File: src/sv/rpwd_pkg.sv
// Shared types, constants and codes for the RF pulse-width decoder.
package rpwd_pkg;

   localparam int SAMPLE_W  = 10;
   localparam int RUN_W     = 8;
   localparam int COUNT_W   = 7;
   localparam int FRAME_W   = 64;
   localparam int EVENT_W   = 2;
   localparam int MATCH_W   = 2;
   localparam int CSR_IDX_W = 3;
   localparam int CSR_DAT_W = 64;

   localparam int MAX_BITS_DEFAULT = 64;

   localparam logic [RUN_W-1:0] RUN_MAX      = 8'd255;
   localparam logic [RUN_W-1:0] DATA_MIN     = 8'd1;
   localparam logic [RUN_W-1:0] DATA_MAX     = 8'd5;
   localparam logic [RUN_W-1:0] DOUBLE_MIN   = 8'd3;
   localparam logic [RUN_W-1:0] DELIM_MIN    = 8'd36;
   localparam logic [RUN_W-1:0] DELIM_MAX    = 8'd40;

   localparam logic [SAMPLE_W-1:0] LOW_THR_RESET  = 10'd170;
   localparam logic [SAMPLE_W-1:0] HIGH_THR_RESET = 10'd690;

   typedef enum logic [EVENT_W-1:0] {
      EV_BIT_STORED = 2'd0,
      EV_FRAME_END  = 2'd1,
      EV_DECODE_ERR = 2'd2,
      EV_BAD_LENGTH = 2'd3
   } event_type;

   localparam logic [MATCH_W-1:0] MATCH_NONE = 2'd0;
   localparam logic [MATCH_W-1:0] MATCH_ON   = 2'd1;
   localparam logic [MATCH_W-1:0] MATCH_OFF  = 2'd2;

   localparam logic [CSR_IDX_W-1:0] CSR_LOW_THR   = 3'd0;
   localparam logic [CSR_IDX_W-1:0] CSR_HIGH_THR  = 3'd1;
   localparam logic [CSR_IDX_W-1:0] CSR_CODE_ON   = 3'd2;
   localparam logic [CSR_IDX_W-1:0] CSR_CODE_OFF  = 3'd3;
   localparam logic [CSR_IDX_W-1:0] CSR_CODE_LEN  = 3'd4;

   // A finished run, reported on the sample that changes the line level.
   typedef struct packed {
      logic             valid;
      logic             level;
      logic [RUN_W-1:0] len;
   } run_type;

   typedef struct packed {
      event_type          event_res;
      logic [COUNT_W-1:0] frame_bits;
      logic [FRAME_W-1:0] frame_word;
      logic [MATCH_W-1:0] match;
      logic               lamp;
   } result_type;

endpackage

File: src/sv/rf_pulse_width_decoder_unit.sv
// Top level of the RF pulse-width decoder: registers, channels and result stage.
//
// The block takes one 10-bit converter sample per req_ beat and slices it into a
// line level using the low and high thresholds, with a dead band between them.
// Each change of level finishes a run, and that run is classified: data bits are
// stored, a frame ends (and may match the on or off code, which switches the lamp),
// or an error clears the frame. Only samples that change the level give a rsp_
// beat; all other samples are absorbed with no result.
// A sample is captured in the input register, and the classifier works straight
// out of it into the result register, which drives rsp_tvalid. While the receiver
// takes results, the block takes a sample in every cycle; the line state, run
// counters and bit store are updated in that single classifier stage, so
// back-to-back samples need no stall.
// When the receiver holds rsp_tready low, the result register holds its beat and
// the input register keeps one sample; req_tready falls only when both are full.
// Reset is synchronous and active high. It clears the line state, the counters,
// the frame store and the lamp, empties both stages and loads the register defaults
// (thresholds 170 and 690, codes and code length zero). The user must write the
// registers via csr_ (always ready) only while idle; the block does not enforce it.
module rf_pulse_width_decoder_unit #(
   parameter int MAX_BITS = rpwd_pkg::MAX_BITS_DEFAULT
) (
   input  logic                            clock,
   input  logic                            reset,
   // tdata: sample[9:0], zero fill [15:10]
   input  logic                            req_tvalid,
   output logic                            req_tready,
   input  logic [15:0]                     req_tdata,
   // tdata: frame_bits[6:0], frame_word[70:7], match[72:71], lamp[73],
   // zero fill [79:74]
   output logic                            rsp_tvalid,
   input  logic                            rsp_tready,
   output logic [79:0]                     rsp_tdata,
   // tuser: event_res[1:0]
   output logic [1:0]                      rsp_tuser,
   input  logic                            csr_valid,
   output logic                            csr_ready,
   input  logic [rpwd_pkg::CSR_IDX_W-1:0]  csr_index,
   input  logic [rpwd_pkg::CSR_DAT_W-1:0]  csr_data
);

   logic [rpwd_pkg::SAMPLE_W-1:0]  low_thr_ff, high_thr_ff;
   logic [rpwd_pkg::FRAME_W-1:0]   code_on_ff, code_off_ff;
   logic [rpwd_pkg::COUNT_W-1:0]   code_len_ff;

   logic [rpwd_pkg::SAMPLE_W-1:0]  sample_ff;
   logic                           sample_vld_ff;
   logic                           rsp_vld_ff;
   rpwd_pkg::result_type           rsp_ff, result;
   rpwd_pkg::run_type              run;
   logic                           step, req_take;

   // The classifier advances when it holds a sample and the result slot is free.
   assign step       = sample_vld_ff && (!rsp_vld_ff || rsp_tready);
   assign req_tready = !sample_vld_ff || step;
   assign req_take   = req_tvalid && req_tready;
   assign csr_ready  = 1'b1;

   always_ff @(posedge clock) begin
      if (reset) begin
         low_thr_ff  <= rpwd_pkg::LOW_THR_RESET;
         high_thr_ff <= rpwd_pkg::HIGH_THR_RESET;
         code_on_ff  <= '0;
         code_off_ff <= '0;
         code_len_ff <= '0;
      end else if (csr_valid) begin
         unique case (csr_index)
            rpwd_pkg::CSR_LOW_THR:  low_thr_ff  <= csr_data[rpwd_pkg::SAMPLE_W-1:0];
            rpwd_pkg::CSR_HIGH_THR: high_thr_ff <= csr_data[rpwd_pkg::SAMPLE_W-1:0];
            rpwd_pkg::CSR_CODE_ON:  code_on_ff  <= csr_data[rpwd_pkg::FRAME_W-1:0];
            rpwd_pkg::CSR_CODE_OFF: code_off_ff <= csr_data[rpwd_pkg::FRAME_W-1:0];
            rpwd_pkg::CSR_CODE_LEN: code_len_ff <= csr_data[rpwd_pkg::COUNT_W-1:0];
            default: ;
         endcase
      end
   end

   // Input register.
   always_ff @(posedge clock) begin
      if (reset) begin
         sample_vld_ff <= 1'b0;
      end else if (req_take) begin
         sample_vld_ff <= 1'b1;
      end else if (step) begin
         sample_vld_ff <= 1'b0;
      end
   end

   always_ff @(posedge clock) begin
      if (req_take) begin
         sample_ff <= req_tdata[rpwd_pkg::SAMPLE_W-1:0];
      end
   end

   rpwd_run_tracker u_run_tracker (
      .clock    (clock),
      .reset    (reset),
      .step     (step),
      .sample   (sample_ff),
      .low_thr  (low_thr_ff),
      .high_thr (high_thr_ff),
      .run      (run)
   );

   rpwd_frame_decoder #(
      .MAX_BITS (MAX_BITS)
   ) u_frame_decoder (
      .clock    (clock),
      .reset    (reset),
      .step     (step),
      .run      (run),
      .code_on  (code_on_ff),
      .code_off (code_off_ff),
      .code_len (code_len_ff),
      .result   (result)
   );

   // Result register: loaded only by samples that close a run.
   always_ff @(posedge clock) begin
      if (reset) begin
         rsp_vld_ff <= 1'b0;
      end else if (step && run.valid) begin
         rsp_vld_ff <= 1'b1;
      end else if (rsp_tready) begin
         rsp_vld_ff <= 1'b0;
      end
   end

   always_ff @(posedge clock) begin
      if (step && run.valid) begin
         rsp_ff <= result;
      end
   end

   assign rsp_tvalid = rsp_vld_ff;
   assign rsp_tuser  = rsp_ff.event_res;
   assign rsp_tdata  = {6'd0, rsp_ff.lamp, rsp_ff.match, rsp_ff.frame_word,
                        rsp_ff.frame_bits};

endmodule

File: src/sv/rpwd_run_tracker.sv
// Line level slicer and saturating run-length counters.
module rpwd_run_tracker (
   input  logic                            clock,
   input  logic                            reset,
   input  logic                            step,
   input  logic [rpwd_pkg::SAMPLE_W-1:0]   sample,
   input  logic [rpwd_pkg::SAMPLE_W-1:0]   low_thr,
   input  logic [rpwd_pkg::SAMPLE_W-1:0]   high_thr,
   output rpwd_pkg::run_type               run
);

   logic                         line_ff, line_in;
   logic [rpwd_pkg::RUN_W-1:0]   low_run_ff, low_run_in;
   logic [rpwd_pkg::RUN_W-1:0]   high_run_ff, high_run_in;
   logic                         is_low, is_high;

   // The low check wins when the thresholds cross.
   assign is_low  = sample < low_thr;
   assign is_high = !is_low && (sample > high_thr);

   always_comb begin
      run.valid = 1'b0;
      run.level = 1'b0;
      run.len   = high_run_ff;
      line_in     = line_ff;
      low_run_in  = low_run_ff;
      high_run_in = high_run_ff;
      if (is_low) begin
         if (line_ff) begin
            run.valid   = 1'b1;
            run.level   = 1'b1;
            run.len     = high_run_ff;
            line_in     = 1'b0;
            high_run_in = '0;
         end
         if (low_run_ff != rpwd_pkg::RUN_MAX) begin
            low_run_in = low_run_ff + 1'b1;
         end
      end else if (is_high) begin
         if (!line_ff) begin
            run.valid  = 1'b1;
            run.level  = 1'b0;
            run.len    = low_run_ff;
            line_in    = 1'b1;
            low_run_in = '0;
         end
         if (high_run_ff != rpwd_pkg::RUN_MAX) begin
            high_run_in = high_run_ff + 1'b1;
         end
      end
   end

   always_ff @(posedge clock) begin
      if (reset) begin
         line_ff     <= 1'b0;
         low_run_ff  <= '0;
         high_run_ff <= '0;
      end else if (step) begin
         line_ff     <= line_in;
         low_run_ff  <= low_run_in;
         high_run_ff <= high_run_in;
      end
   end

endmodule

File: src/sv/rpwd_frame_decoder.sv
// Run classification, bit store, code compare and lamp state.
module rpwd_frame_decoder #(
   parameter int MAX_BITS = rpwd_pkg::MAX_BITS_DEFAULT
) (
   input  logic                            clock,
   input  logic                            reset,
   input  logic                            step,
   input  rpwd_pkg::run_type               run,
   input  logic [rpwd_pkg::FRAME_W-1:0]    code_on,
   input  logic [rpwd_pkg::FRAME_W-1:0]    code_off,
   input  logic [rpwd_pkg::COUNT_W-1:0]    code_len,
   output rpwd_pkg::result_type            result
);

   localparam logic [rpwd_pkg::COUNT_W-1:0] FULL = rpwd_pkg::COUNT_W'(MAX_BITS);

   logic                           started_ff, started_in;
   logic [MAX_BITS-1:0]            store_ff, store_in;
   logic [rpwd_pkg::COUNT_W-1:0]   count_ff, count_in;
   logic                           lamp_ff, lamp_in;

   logic                           is_data, is_delim, is_double;
   logic                           fail_first, fail_second;
   logic [MAX_BITS-1:0]            bit_vec, store_one, store_two, mask;
   logic [rpwd_pkg::COUNT_W-1:0]   count_one, count_two;
   logic [MAX_BITS-1:0]            word;
   logic [rpwd_pkg::COUNT_W-1:0]   bits;
   logic                           on_hit, off_hit;

   assign is_data   = started_ff && (run.len >= rpwd_pkg::DATA_MIN)
                      && (run.len <= rpwd_pkg::DATA_MAX);
   assign is_delim  = (run.len >= rpwd_pkg::DELIM_MIN) && (run.len <= rpwd_pkg::DELIM_MAX);
   assign is_double = run.len >= rpwd_pkg::DOUBLE_MIN;

   // A frame must not open with a zero bit, and the store must have room.
   assign bit_vec     = {{(MAX_BITS-1){1'b0}}, run.level};
   assign fail_first  = ((count_ff == '0) && !run.level) || (count_ff >= FULL);
   assign store_one   = store_ff | (bit_vec << count_ff);
   assign count_one   = count_ff + 1'b1;
   assign fail_second = !fail_first && is_double && (count_one >= FULL);
   assign store_two   = store_one | (bit_vec << count_one);
   assign count_two   = count_ff + 2'd2;

   always_comb begin
      for (int i = 0; i < MAX_BITS; i++) begin
         mask[i] = rpwd_pkg::COUNT_W'(i) < count_ff;
      end
   end

   // Bits above the count are always zero in the store.
   assign on_hit  = (count_ff == code_len)
                    && (((store_ff ^ code_on[MAX_BITS-1:0]) & mask) == '0);
   assign off_hit = (count_ff == code_len)
                    && (((store_ff ^ code_off[MAX_BITS-1:0]) & mask) == '0);

   always_comb begin
      started_in = started_ff;
      store_in   = '0;
      count_in   = '0;
      lamp_in    = lamp_ff;
      word       = store_ff;
      bits       = count_ff;
      result.match     = rpwd_pkg::MATCH_NONE;
      result.event_res = rpwd_pkg::EV_BAD_LENGTH;
      if (is_data) begin
         if (fail_first) begin
            word = store_ff;
            bits = count_ff;
         end else if (is_double && !fail_second) begin
            word = store_two;
            bits = count_two;
         end else begin
            word = store_one;
            bits = count_one;
         end
         if (fail_first || fail_second) begin
            result.event_res = rpwd_pkg::EV_DECODE_ERR;
            started_in       = 1'b0;
         end else begin
            result.event_res = rpwd_pkg::EV_BIT_STORED;
            store_in         = word;
            count_in         = bits;
         end
      end else if (is_delim) begin
         if (run.level) begin
            result.event_res = rpwd_pkg::EV_DECODE_ERR;
            started_in       = 1'b0;
         end else begin
            result.event_res = rpwd_pkg::EV_FRAME_END;
            if (started_ff) begin
               if (on_hit) begin
                  result.match = rpwd_pkg::MATCH_ON;
                  lamp_in      = 1'b1;
               end else if (off_hit) begin
                  result.match = rpwd_pkg::MATCH_OFF;
                  lamp_in      = 1'b0;
               end
            end
            started_in = 1'b1;
         end
      end else begin
         started_in = 1'b0;
      end
      result.frame_bits = bits;
      result.frame_word = rpwd_pkg::FRAME_W'(word);
      result.lamp       = lamp_in;
   end

   always_ff @(posedge clock) begin
      if (reset) begin
         started_ff <= 1'b0;
         store_ff   <= '0;
         count_ff   <= '0;
         lamp_ff    <= 1'b0;
      end else if (step && run.valid) begin
         started_ff <= started_in;
         store_ff   <= store_in;
         count_ff   <= count_in;
         lamp_ff    <= lamp_in;
      end
   end

endmodule
File: config.mk
export PLATFORM = sky130hd
export DESIGN_NAME = rf_pulse_width_decoder_unit
export DESIGN_NICKNAME = d
export VERILOG_FILES = /design/src/sv/rpwd_pkg.sv /design/src/sv/rf_pulse_width_decoder_unit.sv /design/src/sv/rpwd_run_tracker.sv /design/src/sv/rpwd_frame_decoder.sv
export SDC_FILE = /design/constraint.sdc
export NUM_CORES = 1
export LEC_CHECK = 0
export BUFFER_PORTS_ARGS = -buffer_cell sky130_fd_sc_hd__buf_2
export CORE_MARGIN = 5
export CORE_UTILIZATION = 40
export CTS_BUF_LIST = sky130_fd_sc_hd__clkbuf_8 sky130_fd_sc_hd__clkbuf_16
export CTS_CLUSTER_DIAMETER = 50
export CTS_CLUSTER_SIZE = 30
export DETAILED_ROUTE_END_ITERATION = 10
export GPL_ROUTABILITY_DRIVEN = 1
export PLACE_DENSITY = 0.55
export SLEW_MARGIN = 20
export SYNTH_ARGS = -nofsm -noshare
export SYNTH_HDL_FRONTEND = slang
export SYNTH_SLANG_ARGS = --single-unit
File: constraint.sdc
create_clock -name clock -period 5.4 [get_ports clock]
set_input_delay 1.08 -clock clock [delete_from_list [all_inputs] [get_ports clock]]
set_output_delay 1.08 -clock clock [all_outputs]
set_load 0.005 [all_outputs]
# Word-level counts from Yosys, hierarchy flattened

Cells that the tools add are included.

Bits of input ports: 88
Output and inout port bits: 85
Bits in registers: 333

Shifts and indexed selects: 2
$lt $le $gt $ge: 73
Add/sub/neg operators: 4
Bitwise operators: 8
Mux-type cells: 44
Eq/ne operators: 11
Reductions and logical operators: 42

Operators by type and width:

| kind                                              | count |
|---|---|
| two-way mux 64 bit                                | 5 |
| < comparator 6 x 7 -> 1 bit, first input constant | 32 |
| bitwise AND 64 bit                                | 2 |
| logical NOT 64 bit                                | 2 |
| OR 64 bit                                         | 2 |
| << shifter 1 x 7 -> 64 bit                        | 2 |
| bitwise XOR 64 bit                                | 2 |
| < comparator 5 x 7 -> 1 bit, first input constant | 16 |
| two-way mux 8 bit                                 | 8 |
| < comparator 4 x 7 -> 1 bit, first input constant | 8 |
| two-way mux 10 bit                                | 4 |
| two-way mux 7 bit                                 | 5 |
| < comparator 3 x 7 -> 1 bit, first input constant | 4 |
| two-way mux 1 bit                                 | 17 |
| adder 8 x 1 -> 8 bit, second input constant       | 2 |
| inequality test 8 bit, second input constant      | 2 |
| >= comparator 7 bit, second input constant        | 2 |
| < comparator 1 x 7 -> 1 bit, first input constant | 2 |
| < comparator 2 x 7 -> 1 bit, first input constant | 2 |
| AND reduction 2 bit                               | 7 |
| logical AND 1 bit                                 | 13 |
| > comparator 10 bit                               | 1 |
| < comparator 10 bit                               | 1 |
| two-way mux 2 bit                                 | 5 |
| 22 further kinds                                  | 38 |

# Depth between registers and ports, before layout

Gate-level depths: netlist of the first run.

Depth in word-level cells: 17
Gate-level depth with buffers: 14
Depth with buffers taken out: 11

# Modules after synthesis

A second synthesis of the first run with hierarchy kept.

Cells, all modules: 1,848
Area total of the unflattened synthesis: 17,594.4 um2

By module, submodules not included:

| module                      | cells an instance | times used | area each (um2) |
|---|---|---|---|
| rf_pulse_width_decoder_unit | 689               | 1          | 9,073.7 |
| rpwd_frame_decoder          | 966               | 1          | 6,884.1 |
| rpwd_run_tracker            | 193               | 1          | 1,636.6 |

# Worst setup path before layout of the first run

No wires, ideal clock.

Path type: reg-to-reg
Start: register sample_ff[7] (netlist bit)
End: register u_frame_decoder.store_ff[18]
Path slack: 496 ps
Required time: 5,328 ps
Setup time: 72 ps
Cell stages (with the launch flop): 12
Data arrival time: 4,833 ps
Cell sequence: edfxtp_1 ha_1 a211oi_1 o211a_1 a21bo_2 nor2_1 o21ai_0 inv_1 clkbuf_1 clkbuf_1 nand3_1 a21oi_2

Cells in the longest elaborated chain, start to end: 17
Elaborated cells between the ends (all ways): 29
Those cells by class: 5 x order compare; 2 x shift; 6 x mux; 2 x bitwise; 14 x reduce/logical

RTL lines:

| element                                                                               | line                              | source |
|---|---|---|
| start: declaration                                                                    | rf_pulse_width_decoder_unit.sv:46 | `logic [rpwd_pkg::SAMPLE_W-1:0] sample_ff;` |
| start signal: assignment                                                              | rf_pulse_width_decoder_unit.sv:91 | `sample_ff <= req_tdata[rpwd_pkg::SAMPLE_W-1:0];` |
| < comparator 10 bit                                                                   | rpwd_run_tracker.sv:18            | `assign is_low = sample < low_thr;` |
| logical NOT 1 bit                                                                     | rpwd_run_tracker.sv:19            | `assign is_high = !is_low && (sample > high_thr);` |
| logical AND 1 bit                                                                     | rpwd_run_tracker.sv:19            |  |
| two-way mux 10 bit                                                                    | rpwd_run_tracker.sv:39            | `end else if (is_high) begin` |
| two-way mux 10 bit (*)                                                                | rpwd_run_tracker.sv:28            | `if (is_low) begin` |
| parallel branches: the longest is 12 deep, another holds >= comparator 8 x 2 -> 1 bit | n/a                               |  |
| end signal: assignment                                                                | rpwd_frame_decoder.sv:117         | `store_ff <= store_in;` |
| end: declaration                                                                      | rpwd_frame_decoder.sv:18          | `logic [MAX_BITS-1:0] store_ff, store_in;` |

Every way passes the cells marked *.
A chain may end at the register's enable or synchronous reset.

==> out/qor.csv, run 1 <==
stage,metric,value,unit
status,outcome,completed,
logic_synthesis,avgSynthCellArea,8.446,µm²
setup_path,cp-end-kind,register,
logic_synthesis,synth_ff_type,dfxtp_1,
routing,drt_iter0_markers,1706,
setup_path,cp_max_fo,14,
setup_path,worstSetupPathType,register to register,
floorplan,fp.dieW,217.1,µm
routing,drtPass1Iterations,6,
power_and_ir_drop,leakagePower,7.058,nW
routing,ant_nets,0,
setup_path,worstPathRequired,5.84,ns
sta,hold_viol,0,
global_routing,grt_pass1_wl,96.48,mm
sta,slew_headroom,22.26,%
setup_path,cp_cell_sequence,"buf_4, or4_1, nor2_1, o21ai_0, nor4_1, nand4_1, nor4_1, buf_4, and3_1, or2_1",
job,cap_violations,0,
worst_hold_path,hp-class,register to register,
final_layout,fin_nets,2247,
sta,timing.hold.ws,0.4574,ns
power_and_ir_drop,power_density,293.9,nW/µm²
logic_synthesis,synth_area_leaders,"dfxtp_1, edfxtp_1, nand2_1",
global_routing,grt_pass1_vias,15020,
routing,via_count,15900,
floorplan,ios,173,
sta,tightest_slew,1.157,ns
sta,setup_viol,0,
placed_design,dp_hpwl,48.05,mm
logic_synthesis,yosys_warnings,0,
sta,rsz0062_at_grt,no,
placed_design,io_buffers,159,
sta,finalSetupTns,0,ns
sta,max_freq,224.4,MHz
floorplan,core,42230,µm²
routing,wl_per_cell,24.31,µm
clocking,ctsLongestPathBuffers,3,
sta,skew,0.02276,ns
power_and_ir_drop,total_power,0.005831,W
sta,final.min_clock_period,4.457,ns
logic_synthesis,synth-seq-area-share,43.86,%
final_layout,area_delta_synth_final,15.60,%
placed_design,preCtsSetupSlack,1.258,ns
clocking,cts-htree-levels,2,
logic_synthesis,yosys.area.top_type_share,28.81,%
clocking,cts_num_sinks,333,
clocking,clk_pin_slew,0.06,ns
final_layout,layout_common_cells,"nand2_1, a21oi_1, dfxtp_1",
clocking,cts_hold_buffers,0,
routing,avgViaCountPerCell,5.884,
logic_synthesis,syn-cell-area,17160,µm²
clocking,clock-root-buffer,clkbuf_16,
sta,slew_viol_final,0,
floorplan,initial_core_util,40.64,%
routing,drc,0,
global_routing,grtUsageTotal,26.84,%
setup_path,worst_setup_path_start_kind,register,
logic_synthesis,synthCells,2032,
final_layout,mostFrequentLayoutCell,nand2_1,
routing,routed_wl,65.70,mm
clocking,cts_resized,0,
logic_synthesis,synth_edf_count,86,
logic_synthesis,yosysUniqueCellTypes,88,
logic_synthesis,ys_ff_latch,333,
final_layout,diodes,0,
setup_path,crit_arrival,4.89,ns
sta,min_period_over_period,82.53,%
setup_path,slowest_stage,or4_1,
setup_path,reg2reg_slack,0.94,ns
global_routing,antenna_found_initial,1,
logic_synthesis,synth_top_area_cell,dfxtp_1,
clocking,numCtsBuffers,41,
sta,worst_slack,0.9434,ns
global_routing,grt_max_degree,84,
final_layout,layout-drive-gt1-share,15.95,%
floorplan,die_h,217.1,µm
placed_design,globalplace.congestion,0.9665,
global_routing,gr-total-overflow,0,
power_and_ir_drop,worst_ir_drop_vdd,183.1,µV
clocking,clk_latency,0.57,ns
floorplan,dieArea,47150,µm²
floorplan,num_rows,75,
clocking,postCtsSetupRepairBufs,0,
logic_synthesis,synthArstFlopShare,0,%
clocking,cts_tree,done,
setup_path,cp_slowest_stage_delay,0.82,ns
## cell families after synthesis
family	after synthesis	synth area share (%)
AO/OA/AOI/OAI	599	21.61
other	2	0.04376
adder cells (fa/ha/maj)	28	2.041
flip-flops	333	43.86
XOR/XNOR	157	8.012
buffers and inverters	182	4.600
multiplexers	19	1.152
AND/OR/NAND/NOR	712	18.68
## path summary, 6_finish.rpt
check | cells past startpoint | start | end
setup / recovery | 10 | u_frame_decoder.count_ff[6] | rsp_tdata[73]
hold / removal | 2 | low_thr_ff[2] | low_thr_ff[2]
setup reg to reg | 10 | u_frame_decoder.count_ff[6] | rsp_tdata[73]
hold reg to reg | 2 | low_thr_ff[2] | low_thr_ff[2]
## per-stage QoR
step | std cells | cell area (µm²) | utilization (%)
after global routing | 2702 | 19840 | 46.98
after CTS | 2702 | 19840 | 46.98
after floorplan | 2037 | 17180 | -
final | 2702 | 19840 | 46.98
after detailed placement | 2627 | 18360 | 43.49
after global placement | 2627 | 18360 | 43.47
## routing by layer
layer	routed length, µm	global-route usage [%]
met2	29100	41.80
met4	2130	7.668
met5	15	0
met1	27810	36.82
met3	6647	7.379
## registers in the layout, summed over array words and instances, names as in the netlist
name,cells
low_thr_ff,10
u_run_tracker.low_run_ff,8
high_thr_ff,10
rsp_tuser,2
code_on_ff,64
u_frame_decoder.store_ff,64
u_frame_decoder.started_ff,1
sample_vld_ff,1
u_frame_decoder.count_ff,7
sample_ff,10
rsp_tdata,74
code_len_ff,7
u_frame_decoder.lamp_ff,1
u_run_tracker.high_run_ff,8
rsp_tvalid,1
u_run_tracker.line_ff,1
code_off_ff,64
## cell usage after synthesis, types with 5 or more instances
cell type	number
nand3_1	71
a211oi_1	9
mux2i_1	16
a31oi_1	75
edfxtp_1	86
a22oi_1	11
nand2b_1	17
dfxtp_1	247
clkbuf_1	87
and2_1	5
nor2_1	126
xnor2_1	109
nand4_1	12
a221o_1	8
buf_6	6
buf_4	8
a2111oi_0	5
a21oi_1	258
o22ai_1	18
o21bai_1	22
nor3_2	8
a21o_1	10
and3_1	8
nor4_1	14
ha_1	28
inv_1	35
a221oi_1	9
nand2_1	357
o211ai_1	16
o31ai_1	7
or3_1	12
o21ai_0	74
a21oi_2	33
buf_2	25
nor3_1	46
xor2_1	48
buf_1	20
## cell type report
class,instances,area (µm²)
clock buffer,48,1145
fill,4162,22390
inverter,36,137.6
multi-input combinational,1522,8929
tap,539,674.4
sequential,333,7527
timing repair buffer,197,1096
clock inverter,27,331.6
## critical path: cells and delay by family, from the launching register on
family	cells	cell delay (ns)
buffers and inverters	2	0.48
AND/OR/NAND/NOR	7	3.13
AO/OA/AOI/OAI	1	0.31
flip-flops	1	0.40
## where the power goes
group          switching (W)  internal (W)
combinational       0.000171     0.0000853
clock                0.00121       0.00176
sequential         0.0000243       0.00259
Power figures use the tool's default switching activity.
==> inputs of run 2 (changes only) <==
--- a/config.mk
+++ b/config.mk
@@ -13,7 +13,7 @@
 export CTS_CLUSTER_SIZE = 30
 export DETAILED_ROUTE_END_ITERATION = 10
 export GPL_ROUTABILITY_DRIVEN = 1
-export PLACE_DENSITY = 0.55
+export PLACE_DENSITY = 0.57
 export SLEW_MARGIN = 20
 export SYNTH_ARGS = -nofsm -noshare
 export SYNTH_HDL_FRONTEND = slang
==> constraint.sdc (replaced) <==
create_clock -name clock -period 3.85 [get_ports clock]
set_input_delay 0.77 -clock clock [delete_from_list [all_inputs] [get_ports clock]]
set_output_delay 0.77 -clock clock [all_outputs]
set_load 0.005 [all_outputs]
==> run 2 against run 1 <==
  * Clock power up 35%
  * Global-route usage grew 0.37 points
  * Combinational power grew 43%
  * Via count rose by 1.6%
  * Highest routed layer is now met4
  * Largest cell class unchanged
==> out/qor.csv, run 2 (synthesized netlist as in run 1, its figures left out) <==
stage,metric,value,unit,change
placed_design,globalplace.congestion,0.9725,,was 0.9665
clocking,clk_pin_slew,0.07,ns,was 0.06 ns
global_routing,grt_pass1_wl,97.81,mm,was 96.48 mm
placed_design,dp_hpwl,49.63,mm,was 48.05 mm
setup_path,reg2reg_slack,0.19,ns,was 0.94 ns
sta,finalSetupTns,0,ns,unchanged
clocking,cts_tree,done,,unchanged
final_layout,layout-drive-gt1-share,18.46,%,was 15.95%
clocking,cts_resized,0,,unchanged
worst_hold_path,min_from,req_tdata[4],,was low_thr_ff[2]
sta,tightest_slew,1.214,ns,was 1.157 ns
clocking,numCtsBuffers,41,,unchanged
setup_path,worstPathRequired,4.23,ns,was 5.84 ns
setup_path,r2r-start,sample_ff[3],,was u_frame_decoder.count_ff[6]
worst_hold_path,hold_depth,1,,was 2
floorplan,fp.dieW,217.1,µm,unchanged
setup_path,reg2regPathDepth,10,,unchanged
final_layout,largest_register_ff_count,74,,unchanged
final_layout,seq_area,7527,µm²,unchanged
placed_design,place_area,18910,µm²,was 18360 µm²
final_layout,fin_nets,2316,,was 2247
global_routing,grtUsageTotal,27.21,%,was 26.84%
global_routing,antenna_found_initial,1,,unchanged
final_layout,area_delta_synth_final,18.60,%,was 15.60%
setup_path,worstSetupPathType,register to register,,unchanged
sta,final.min_clock_period,3.659,ns,was 4.457 ns
setup_path,slowest_stage,mux2_2,,was or4_1
clocking,clk_latency,0.58,ns,was 0.57 ns
setup_path,crit_arrival,4.04,ns,was 4.89 ns
sta,hold_viol,0,,unchanged
clocking,postCtsSetupRepairBufs,0,,unchanged
final_layout,layout_common_cells,"nand2_1, a21oi_1, dfxtp_1",,unchanged
clocking,clock-root-buffer,clkbuf_16,,unchanged
final_layout,mostFrequentLayoutCell,nand2_1,,unchanged
sta,setup_viol,0,,unchanged
power_and_ir_drop,worst_ir_drop_vdd,278.8,µV,was 183.1 µV
status,outcome,completed,,unchanged
sta,max_freq,273.3,MHz,was 224.4 MHz
final_layout,design_area,20350,µm²,was 19840 µm²
setup_path,cp-end-kind,register,,unchanged
floorplan,die_h,217.1,µm,unchanged
setup_path,cp_num_buf_inv,1,,was 2
setup_path,cp_slowest_stage_delay,0.57,ns,was 0.82 ns
floorplan,dieArea,47150,µm²,unchanged
global_routing,grt_pass1_vias,15460,,was 15020
routing,via_count,16160,,was 15900
global_routing,gr-total-overflow,0,,unchanged
setup_path,worst_path_most_repeated_cell,a21o_1,,
floorplan,initial_core_util,40.64,%,unchanged
sta,skew,0.02909,ns,was 0.02276 ns
routing,wl_per_cell,23.95,µm,was 24.31 µm
clocking,cts_hold_buffers,0,,unchanged
setup_path,worst_setup_path_start_kind,register,,unchanged
power_and_ir_drop,power_density,395.0,nW/µm²,was 293.9 nW/µm²
routing,ant_nets,0,,unchanged
clocking,ctsLongestPathBuffers,3,,unchanged
worst_hold_path,hp-class,primary input to register,,was register to register
sta,slew_viol_final,0,,unchanged
clocking,cts_num_sinks,333,,unchanged
sta,rsz0062_at_grt,no,,unchanged
clocking,cts-htree-levels,2,,unchanged
placed_design,io_buffers,159,,unchanged
worst_hold_path,whs_endpoint,sample_ff[4],,was low_thr_ff[2]
setup_path,timing.rr.end,rsp_tdata[23],,was rsp_tdata[73]
final_layout,num-fill-cells,4168,,was 4162
setup_path,cp_max_fo,14,,unchanged
global_routing,grt_max_degree,89,,was 84
routing,routed_wl,66.36,mm,was 65.70 mm
routing,avgViaCountPerCell,5.832,,was 5.884
final_layout,multiInputGateArea,8914,µm²,was 8929 µm²
sta,min_period_over_period,95.05,%,was 82.53%
routing,drt_iter0_markers,1720,,was 1706
setup_path,cp_cell_sequence,"ha_1, a21o_1, a21o_1, a2111o_1, o211ai_1, mux2_2, nor2_2, buf_4, nand2_1, o21ai_0",,"was buf_4, or4_1, nor2_1, o21ai_0, nor4_1, nand4_1, nor4_1, buf_4, and3_1, or2_1"
routing,drtPass1Iterations,5,,was 6
job,cap_violations,0,,unchanged
final_layout,diodes,0,,unchanged
power_and_ir_drop,leakagePower,7.385,nW,was 7.058 nW
sta,slew_headroom,18.44,%,was 22.26%
floorplan,ios,173,,unchanged
routing,drc,0,,unchanged
setup_path,cpLargestDelayFamily,compound AO/OA/AOI/OAI gates,,was simple AND/OR/NAND/NOR gates
floorplan,core,42230,µm²,unchanged
floorplan,num_rows,75,,unchanged
-- run 2: worst reg2reg max path, stage by stage, from the launching register on --
cell      delay (ns)
edfxtp_1        0.41
ha_1            0.32
a21o_1          0.17
a21o_1          0.20
a2111o_1        0.50
o211ai_1        0.24
mux2_2          0.57
nor2_2          0.40
buf_4           0.28
nand2_1         0.10
o21ai_0         0.29
-- run 2: where the power goes --
group / internal, W / switching (W) / total, W
logic: 0.000128 / 0.000239 / 0.000367
registers: 0.00363 / 0.0000335 / 0.00366
clock network: 0.00224 / 0.00178 / 0.00401
total: 0.00599 / 0.00205 / 0.00804
-- run 2: cell type report --
type | instances | share of cell area, %
clock buffers | 44 | 5.354
clock inverters | 31 | 1.709
inverters | 36 | 0.6762
multi-input cells | 1522 | 43.79
flip-flops and latches | 333 | 36.98
well taps | 539 | 3.313
repair buffers | 266 | 8.176
-- run 2: per-layer routing --
metal  share of wire (%)  GRT usage [%]  vias to the layer above
li1                    -              -                     7556
met1                  43          38.36                     7785
met2                  44          41.48                      685
met3                 9.3          6.073                      134
met4                 3.6          9.290                        0
met5                   0              0                        -
-- run 2: how the worst max path moves through the flow --
stage	slack, ns	from	end	depth (start not counted)
final	0.19	sample_ff[3]	rsp_tdata[23]	10
after global routing	0.05	sample_ff[7]	rsp_tdata[59]	10
after CTS	0.12	u_frame_decoder.count_ff[2]	rsp_tdata[73]	13
after detailed placement	0.16	u_frame_decoder.count_ff[2]	rsp_tdata[73]	13
after global placement	0.11	u_frame_decoder.count_ff[2]	rsp_tdata[73]	11
after floorplan	0.20	sample_ff[7]	u_frame_decoder.store_ff[18]	11
-- run 2: through the flow --
step	hold slack (ns)	util, %	cells	worst slack, ns	power, W
after floorplan	0.4363	-	2037	0.2047	0.003950
after global placement	0.4462	44.78	2696	0.1140	0.004096
after detailed placement	0.4564	44.78	2696	0.1624	0.004101
after CTS	0.3537	48.19	2771	0.1211	0.008117
after global routing	0.3544	48.20	2771	0.04552	0.008300
final	0.3744	48.20	2771	0.1907	0.008039
